[config.mk]
export PLATFORM = sky130hd
export DESIGN_NAME = pgv_fifo
export DESIGN_NICKNAME = d
export VERILOG_FILES = /design/src/hw/rtl/pgv_fifo.sv
export SDC_FILE = /design/constraint.sdc
export NUM_CORES = 1
export LEC_CHECK = 0
export ABC_AREA = 1
export BUFFER_PORTS_ARGS = -buffer_cell sky130_fd_sc_hd__buf_2
export CAP_MARGIN = 30
export CORE_MARGIN = 2
export CORE_UTILIZATION = 55
export DETAILED_ROUTE_END_ITERATION = 8
export HOLD_SLACK_MARGIN = 0.15
export PLACE_DENSITY_LB_ADDON = 0.3
export SETUP_SLACK_MARGIN = 0.4
export SYNTH_ARGS = -nofsm -noshare
export SYNTH_HDL_FRONTEND = slang
export SYNTH_SLANG_ARGS = --single-unit
[constraint.sdc]
create_clock -name clk -period 2.3 [get_ports clk]
set_input_delay 0 -clock clk [delete_from_list [all_inputs] [get_ports clk]]
set_output_delay 0 -clock clk [all_outputs]
set_load 0.03 [all_outputs]
[src/hw/rtl/pgv_fifo.sv]
// Small register-based first-in first-out queue.
module pgv_fifo #(
  parameter int WIDTH = 8,
  parameter int DEPTH = 4
) (
  input  logic                       clk,
  input  logic                       rst,
  input  logic                       push,
  input  logic [WIDTH-1:0]           din,
  output logic                       full,
  input  logic                       pop,
  output logic [WIDTH-1:0]           dout,
  output logic                       empty,
  output logic [$clog2(DEPTH+1)-1:0] count
);
  localparam int AW = (DEPTH > 1) ? $clog2(DEPTH) : 1;
  localparam int CW = $clog2(DEPTH + 1);

  logic [WIDTH-1:0] mem [DEPTH];
  logic [AW-1:0]    wr_ptr;
  logic [AW-1:0]    rd_ptr;
  logic             do_push;
  logic             do_pop;

  assign full    = (count == CW'(DEPTH));
  assign empty   = (count == '0);
  assign do_push = push && !full;
  assign do_pop  = pop && !empty;
  assign dout    = mem[rd_ptr];

  // Storage is written at the tail.
  always_ff @(posedge clk) begin
    if (do_push) begin
      mem[wr_ptr] <= din;
    end
  end

  // Pointers and fill count.
  always_ff @(posedge clk) begin
    if (rst) begin
      wr_ptr <= '0;
      rd_ptr <= '0;
      count  <= '0;
    end else begin
      if (do_push) begin
        wr_ptr <= (wr_ptr == AW'(DEPTH - 1)) ? '0 : wr_ptr + 1'b1;
      end
      if (do_pop) begin
        rd_ptr <= (rd_ptr == AW'(DEPTH - 1)) ? '0 : rd_ptr + 1'b1;
      end
      if (do_push && !do_pop) begin
        count <= count + 1'b1;
      end else if (do_pop && !do_push) begin
        count <= count - 1'b1;
      end
    end
  end
endmodule

Word-level counts from Yosys, hierarchy flattened
Memory sizes are Yosys's and may differ from the RTL's. A register that Yosys moved wholly into a read port is not among the register bits.
Cells that the tools add are included.
{"block": "op_classes", "add_sub_neg": 4, "mul": 0, "div_mod_pow": 0, "n_lt_le_gt_ge": 0, "n_eq_ne": 3, "n_shift": 0, "mux": 8, "n_bitwise": 0, "reduce_logical": 10}
{"operator": "2-bit two-way mux", "n": 4}
{"operator": "3-bit two-way mux", "n": 2}
{"operator": "2-bit by 1-bit adder with 2-bit output, second input constant", "n": 2}
{"operator": "2-bit equality test, second input constant", "n": 2}
{"operator": "1-bit logical AND", "n": 4}
{"operator": "1-bit zero test", "n": 4}
{"operator": "3-bit by 1-bit adder with 3-bit output, second input constant", "n": 1}
{"operator": "3-bit equality test, second input constant", "n": 1}
{"operator": "3-bit zero test", "n": 1}
{"operator": "3-bit by 1-bit subtractor with 3-bit output, second input constant", "n": 1}
{"operator": "1-bit two-way mux", "n": 2}
{"operator": "2-bit nonzero test", "n": 1}
{"block": "totals", "reg_bits": 7, "latchBits": 0, "mem_bits_rw": 32, "romBits": 0, "inputBits": 12, "memories": 1}
{"memory": "mem", "words": 4, "word_bits": 8, "read_ports": 1, "rd_ports_with_merged_regs": 1, "write_ports": 1, "line": "19", "text": "logic [WIDTH-1:0] mem [DEPTH];"}

Logic depth before layout (Yosys ltp)
Gate-level depths: netlist (run 1).
{"block": "depth", "ltp_word": 7, "ltp_mapped": 13, "depth_no_buf": 13}

Worst setup path before layout (run 1)
OpenSTA, ideal clock, no wires.
{"block": "synth_path", "path_type": "register -> register", "start": "register count[0]", "end": "register count[2]", "setup_time_ns": 0.110, "arrival_ns": 1.760, "required_time_ns": 2.190, "setup_slack_ns": 0.430, "stages_incl_launch_ff": 14, "path_cell_list": "dfxtp_1 > nor2_2 > nand2_2 > nand2_2 > inv_1 > ha_1 > inv_1 > fa_1 > inv_1 > nand2_1 > nand3_1 > nand2_1 > inv_1 > nor2_1"}
{"block": "synth_between", "elab_chain_cells": 6}
{"item": "start, declared", "line": "14", "text": "output logic [$clog2(DEPTH+1)-1:0] count"}
{"item": "start signal, assigned", "line": "52", "text": "count <= count + 1'b1;"}
{"item": "start signal, assigned", "line": "54", "text": "count <= count - 1'b1;"}
{"item": "3-bit equality test *", "line": "25", "text": "assign full = (count == CW'(DEPTH));"}
{"item": "1-bit zero test *", "line": "27", "text": "assign do_push = push && !full;"}
{"item": "1-bit logical AND *", "line": "27"}
{"item": "net do_push", "line": "22", "text": "logic do_push;"}
{"item": "1-bit zero test", "line": "53", "text": "end else if (do_pop && !do_push) begin"}
{"item": "1-bit logical AND", "line": "53"}
{"item": "2-bit nonzero test (no line)"}
The timed path passes the listed nets; every way through them passes the cells marked *. The select of a mux whose other input is x is not followed.
A chain may end at the register's enable or synchronous reset.

Worst setup path in the final report (run 1)
{"block": "layout_path", "start": "register count[0]", "end": "register count[1]"}
Same word-level chain as after synthesis.

==> run_results.csv, run 1 <==
group,metric,value,unit
status,status,"finished clean",
worst_setup_path,path_cells,"nor2_4 > nand2_2 > nand2_4 > inv_1 > ha_1 > inv_1 > fa_1 > o21ai_1 > nor2_1",
finish,seqCellArea,1150,um2
yosys,yosysTopAreaCell,"edfxtp_1",
floorplan,row_count,20,
clocking,cts_tree,"built",
clocking,cts.sinks,41,
clocking,numCtsBuffers,5,
worst_setup_path,endpoint_kind,"flop",
yosys,ys_top_cells_by_count,"32 x edfxtp_1, 32 x nor2_1, 17 x inv_1",
placed_design,io_buffer_count,24,
global_route,grt_use_met1,21.5,%
timing,maxSlewHeadroom,70.5,%
placed_design,hpwl,1970,um
worst_setup_path,critPathTopFamily,"adder cells",
worst_setup_path,r2r_start,"count[0]",
yosys,synth.yosys.seq_area_share,67.0,%
finish,nNetsFinal,211,
global_route,grt_busiest_layer,"met2",
yosys,synthFlopType,"edfxtp_1",
route,route.detailed.drc,0,
worst_setup_path,r2r_slack,0.55,ns
route,antenna_left,0,
timing,hold_viol,0,
run,drv_cap,0,
timing,final-setup-viol-count,0,
yosys,synth.area.top_cells,"edfxtp_1 56%, dfxtp_1 11%, nor2_1 7.0%",
worst_setup_path,crit_slowest_cell,"fa_1",
worst_setup_path,reg2reg_depth,9,
timing,drv_slew,0,
route,drt-vias-per-instance,5.15,
clocking,post-cts-setup-buffer-count,0,
yosys,synth.net_count,166,
yosys,yosys_warnings,0,
floorplan,initial_core_util,56.7,%
global_route,antenna_found_initial,0,
yosys,netlist_area,1700,um2
yosys,synth_edf_count,32,
floorplan,ios,25,
worst_setup_path,max_stage_delay,0.41,ns
timing,clock_skew,0.00373,ns
finish,syn_to_final_growth,22.0,%
worst_setup_path,r2r-end,"count[1]",
timing,timing.fmax,573,MHz
worst_setup_path,critical_path.max_fanout,7,
finish,drive_above_1_share,24.9,%
power_and_ir_drop,vdd.ir_drop.worst,0.633,mV
global_route,overflow,0,
placed_design,place_congestion,0.735,
route,wire_per_inst,13.1,um
floorplan,die_width,59.7,um
global_route,use_met3,6.06,%
worst_hold_path,hold_path.startpoint,"rst",
power_and_ir_drop,powerDensity,1130,nW/um2
floorplan,dieArea,3560,um2
route,wl,2960,um
global_route,grt_pass1_vias,1175,
timing,fin_crit_sh,75.9,%
worst_setup_path,required,2.54,ns
yosys,synthArstFlopShare,0,%
yosys,synth.ff_latch_count,41,
timing,worst_pin_slew,0.442,ns
yosys,synth_cell_type_count,20,
worst_setup_path,critPathKind,"reg -> reg",
timing,rsz0062_at_grt,"false",
route,vias,1165,
yosys,avgSynthCellArea,11.6,um2
clocking,cts_max_path_buffers,2,
finish,multiInputGateArea,485,um2
worst_setup_path,worst_setup_path_start_kind,"flop",
finish,fillers,236,
global_route,grt_usage,19.3,%
timing,holdWs,0.355,ns
global_route,grt_max_degree,17,
worst_hold_path,holdPathEnd,"count[0]",
yosys,synth_top_area_share,56.4,%
clocking,clock_latency,0.34,ns
route,first_pass_iters,4,
power_and_ir_drop,total_power,0.00234,W
finish,num_antenna_cells,0,
worst_setup_path,crit_top_cell,"inv_1",
floorplan,coreArea,3000,um2
route,initialDrtViolationCount,46,
global_route,grtUsageMet2,33.9,%
worst_setup_path,critPathArrivalTime,1.99,ns
worst_hold_path,hold_depth,3,
floorplan,die_h,59.7,um
power_and_ir_drop,power_leakage,0.866,nW
finish,design_area,2080,um2
yosys,postSynthCellCount,147,
clocking,cts-root-buf,"clkbuf_4",
placed_design,placed_area,1880,um2
clocking,htreeDepth,2,
global_route,grt_pass1_wl,4920,um
worst_hold_path,hold_class,"in -> reg",
timing,setup_tns,0,ns
timing,layout_min_cycle_time,1.75,ns
clocking,path_clk_slew,0.11,ns
worst_setup_path,crit_buf_inv,2,
==> routing by layer <==
layer	up-vias	wire length (um)
met3	6	129
met1	546	1260
li1	589	-
met5	-	0
met2	24	1520
met4	0	50
==> sequential cells by signal (all words and copies together), names as in the netlist, named ones only <==
signal,flops
wr_ptr,2
mem,32
rd_ptr,2
count,3
==> worst max-delay path by stage <==
| stage | startpoint | end | slack (ns) | depth (start not counted) |
|---|---|---|---|---|
| floorplan | count[0] | count[2] | 0.43 | 13 |
| global placement | count[0] | count[1] | 0.55 | 9 |
| detailed placement | count[0] | count[1] | 0.47 | 9 |
| CTS | count[0] | count[1] | 0.46 | 9 |
| global route | count[1] | count[2] | 0.41 | 13 |
| finish | count[0] | count[1] | 0.55 | 9 |
==> layout by cell type, fill, tap and decap left out, types with 5 or more instances in the layout <==
cell / Yosys / final
clkbuf_4: 0 / 5
dlygate4sd3_1: 0 / 11
o22ai_1: 8 / 8
o21ai_0: 13 / 12
dfxtp_1: 9 / 7
buf_4: 0 / 5
inv_1: 17 / 17
edfxtp_1: 32 / 32
buf_2: 0 / 24
ha_1: 6 / 6
nor2_1: 32 / 32
nand2_1: 11 / 10
==> worst min-delay path: cells and delay by family <==
family                 cells  cell delay [ns]
AND/OR/NAND/NOR            1             0.04
buffers and inverters      2             0.63
==> what timing repair did <==
item,in CTS,in global routing
hold buffers,11,0
resized for setup,0,7
endpoints found under the hold margin,41,0
endpoints found under the setup margin,0,2
==> cell type report <==
type,count,share of cell area [%]
flip-flops and latches,41,55.1
inverters,18,3.25
well taps,33,1.99
repair buffers,40,12.9
clock buffers,7,3.13
multi-input cells,86,23.4
clock inverters,1,0.241
==> power by group <==
part	internal [W]	leakage [nW]	switching, W
clock network	0.000177	0.0413	0.000215
registers	0.000923	0.369	0.000103
logic	0.000309	0.456	0.000617
total	0.00141	0.866	0.000936
==> cells by family after synthesis <==
family	after synthesis	synth area share (%)
AND/OR/NAND/NOR	51	12.5
XOR/XNOR	1	0.514
adder cells (fa/ha/maj)	7	5.58
buffers and inverters	20	5.29
flip-flops	41	67.0
AO/OA/AOI/OAI	27	9.18
==> metrics by stage <==
| stage | util [%] | worst slack [ns] | std cells |
|---|---|---|---|
| 6_report | 69.2 | 0.555 | 226 |
| 5_1_grt | 69.2 | 0.409 | 226 |
| 4_1_cts | 68.6 | 0.457 | 226 |
| 3_5_place_dp | 62.6 | 0.471 | 207 |
| 3_3_place_gp | 62.6 | 0.554 | 207 |
| 2_1_floorplan | - | 0.430 | 147 |
(Power assumes the default switching activity.)
==> run 2: changes to the inputs <==
--- a/config.mk
+++ b/config.mk
@@ -5,11 +5,11 @@
 export SDC_FILE = /design/constraint.sdc
 export NUM_CORES = 1
 export LEC_CHECK = 0
-export ABC_AREA = 1
+export ABC_AREA = 0
 export BUFFER_PORTS_ARGS = -buffer_cell sky130_fd_sc_hd__buf_2
 export CAP_MARGIN = 30
 export CORE_MARGIN = 2
-export CORE_UTILIZATION = 55
+export CORE_UTILIZATION = 49
 export DETAILED_ROUTE_END_ITERATION = 8
 export HOLD_SLACK_MARGIN = 0.15
 export PLACE_DENSITY_LB_ADDON = 0.3
==> constraint.sdc (replaced) <==
create_clock -name clk -period 1.5 [get_ports clk]
set_input_delay 0 -clock clk [delete_from_list [all_inputs] [get_ports clk]]
set_output_delay 0 -clock clk [all_outputs]
set_load 0.03 [all_outputs]
==> run_results.csv, run 2 <==
group,metric,value,unit
yosys,synth_top_area_share,57.6,%
route,drt-vias-per-instance,5.04,
clocking,htreeDepth,2,
power_and_ir_drop,powerDensity,1580,nW/um2
finish,largest_reg_flops,32,
worst_setup_path,endpoint_kind,"flop",
route,route.detailed.drc,0,
yosys,synthFlopType,"edfxtp_1",
yosys,synthArstFlopShare,0,%
global_route,grt_pass1_wl,4870,um
clocking,cts_max_path_buffers,2,
yosys,yosys_warnings,0,
status,status,"complete, but fails checks",
floorplan,dieArea,3890,um2
placed_design,io_buffer_count,24,
global_route,grt_usage,17.0,%
global_route,grt_pass1_vias,1043,
yosys,postSynthCellCount,92,
floorplan,initial_core_util,50.4,%
finish,regMostFlops,"mem",
floorplan,row_count,21,
floorplan,coreArea,3310,um2
clocking,cts-root-buf,"clkbuf_4",
yosys,ys_top_cells_by_count,"32 x edfxtp_1, 9 x dfxtp_1, 8 x mux4_2",
finish,top_regs,"mem: 32 flops, count: 3 flops",
placed_design,hpwl,2010,um
timing,final-setup-viol-count,35,
worst_setup_path,worst_setup_path_start_kind,"flop",
yosys,synth.yosys.seq_area_share,68.4,%
route,initialDrtViolationCount,14,
yosys,synth_cell_type_count,27,
run,drv_cap,0,
power_and_ir_drop,vdd.ir_drop.worst,1.04,mV
timing,timing.fmax,502,MHz
placed_design,dp_cells,169,
placed_design,pre_cts_slack,-0.533,ns
yosys,synth.area.top_cells,"edfxtp_1 58%, dfxtp_1 11%, mux4_2 11%",
floorplan,ios,25,
finish,syn_to_final_growth,33.6,%
placed_design,place_congestion,0.631,
finish,final_cells,190,
worst_hold_path,hold_class,"in -> reg",
finish,fillers,236,
route,antenna_left,0,
clocking,numCtsBuffers,5,
yosys,yosysTopAreaCell,"edfxtp_1",
worst_setup_path,critPathKind,"reg -> reg",
worst_setup_path,critical_path.max_fanout,3,
power_and_ir_drop,power_leakage,0.837,nW
finish,mostFrequentLayoutCells,"32 x edfxtp_1, 13 x buf_2, 13 x buf_6",
timing,fin_crit_sh,133,%
worst_setup_path,critPathArrivalTime,2.27,ns
finish,final_util,67.3,%
floorplan,die_h,62.4,um
worst_setup_path,required,1.77,ns
yosys,synth_edf_count,32,
clocking,cts_tree,"built",
route,wl,3010,um
timing,setup_ws,-0.493,ns
finish,seqCellArea,1150,um2
global_route,antenna_found_initial,0,
yosys,synth.net_count,111,
global_route,overflow,0,
yosys,synth.ff_latch_count,41,
route,wire_per_inst,15.9,um
finish,nNetsFinal,162,
clocking,clock_latency,0.33,ns
floorplan,die_width,62.4,um
timing,drv_slew,0,
timing,rsz0062_at_grt,"true",
clocking,cts.sinks,41,
route,first_pass_iters,4,
timing,clock_skew,0.00953,ns
finish,drive_above_1_share,50.0,%
global_route,grt_max_degree,12,
timing,worst_pin_slew,0.431,ns
finish,multiInputGateArea,510,um2
clocking,path_clk_slew,0.11,ns
timing,layout_min_cycle_time,1.99,ns
finish,num_antenna_cells,0,
yosys,netlist_area,1670,um2
yosys,yosysMostFrequentCell,"edfxtp_1",
route,vias,958,
finish,final_common_cell,"edfxtp_1",
status,violations,"negative setup slack",
timing,hold_viol,0,
timing,holdWs,0.156,ns
timing,maxSlewHeadroom,71.3,%
yosys,avgSynthCellArea,18.1,um2
run 2: cell types whose count changed in the layout (fill, tap and decap cells not counted), moves of 3 or more:
cell | previous run | this run
nand2_1 | 10 | 1
buf_4 | 5 | 10
and3_4 | 0 | 4
o22ai_1 | 8 | 0
clkbuf_1 | 0 | 3
buf_2 | 24 | 13
mux4_2 | 0 | 8
o21ai_0 | 12 | 1
nor2_1 | 32 | 3
o21ai_2 | 3 | 0
nand2_2 | 3 | 0
inv_1 | 17 | 2
buf_6 | 0 | 13
run 2: power breakdown:
group          leakage (nW)  internal, W  switching, W
Sequential            0.370      0.00140     0.0000939
Combinational         0.441     0.000760      0.000756
Clock                0.0265     0.000187      0.000317
Total                 0.837      0.00235       0.00117
run 2: through the flow:
stage	area, um2	TNS [ns]	total power (W)
after floorplan	1700	-0.994	0.00236
after global placement	1940	-3.42	0.00268
after detailed placement	1940	-4.47	0.00274
after CTS	2190	-1.04	0.00347
after global routing	2230	-2.91	0.00372
final	2230	-1.37	0.00352
run 2: cell families (layout without fill, tap and decap cells):
kind of cell | Yosys count | after routing | synth area share [%]
AO/OA/AOI/OAI | 7 | 7 | 3.22
XOR/XNOR | 2 | 2 | 1.05
adder cells (fa/ha/maj) | 7 | 7 | 5.70
buffers and inverters | 9 | 61 | 4.12
flip-flops | 41 | 41 | 68.4
multiplexers | 10 | 10 | 12.0
AND/OR/NAND/NOR | 16 | 16 | 5.55
run 2: critical path, cell delays in order, from the launching register on:
cell and delay (ns):
dfxtp_4 0.37, or3b_4 0.28, clkinv_8 0.06, nor2_4 0.11, ha_4 0.15, inv_2 0.04, fa_2 0.33, xor2_1 0.16
or3_1 0.32, a21oi_2 0.13
run 2: worst paths after layout:
path | startpoint | to | slack [ns] | cells after the start
hold / removal | pop | flop | 0.16 | 5
hold reg to reg | rd_ptr[0] | flop | 0.51 | 2
setup / recovery | count[2] | count[2] | -0.49 | 9
setup reg to reg | count[2] | count[2] | -0.49 | 9
run 2: area by class of cell:
class | instances | area share, %
well taps | 46 | 2.58
inverters | 5 | 2.02
clock buffers | 8 | 2.19
multi-input cells | 42 | 22.9
flip-flops and latches | 41 | 51.7
repair buffers | 48 | 18.6
run 2: layer usage:
metal | wire, um | GRT usage (%) | share of wire, % | vias to the layer above
li1 | - | - | - | 455
met5 | 0 | 0 | 0 | -
met3 | 139 | 5.80 | 4.6 | 3
met1 | 1150 | 17.9 | 38 | 478
met4 | 32 | 6.67 | 1.1 | 0
met2 | 1690 | 31.3 | 56 | 22
run 2: repair_timing:
action / CTS / global route
endpoints found under the hold margin: 41 / 0
buffers inserted: 1 / 2
setup endpoints to repair: 51 / 52
hold buffers: 10 / 0
resized for setup: 30 / 6
pin swaps: 10 / 2
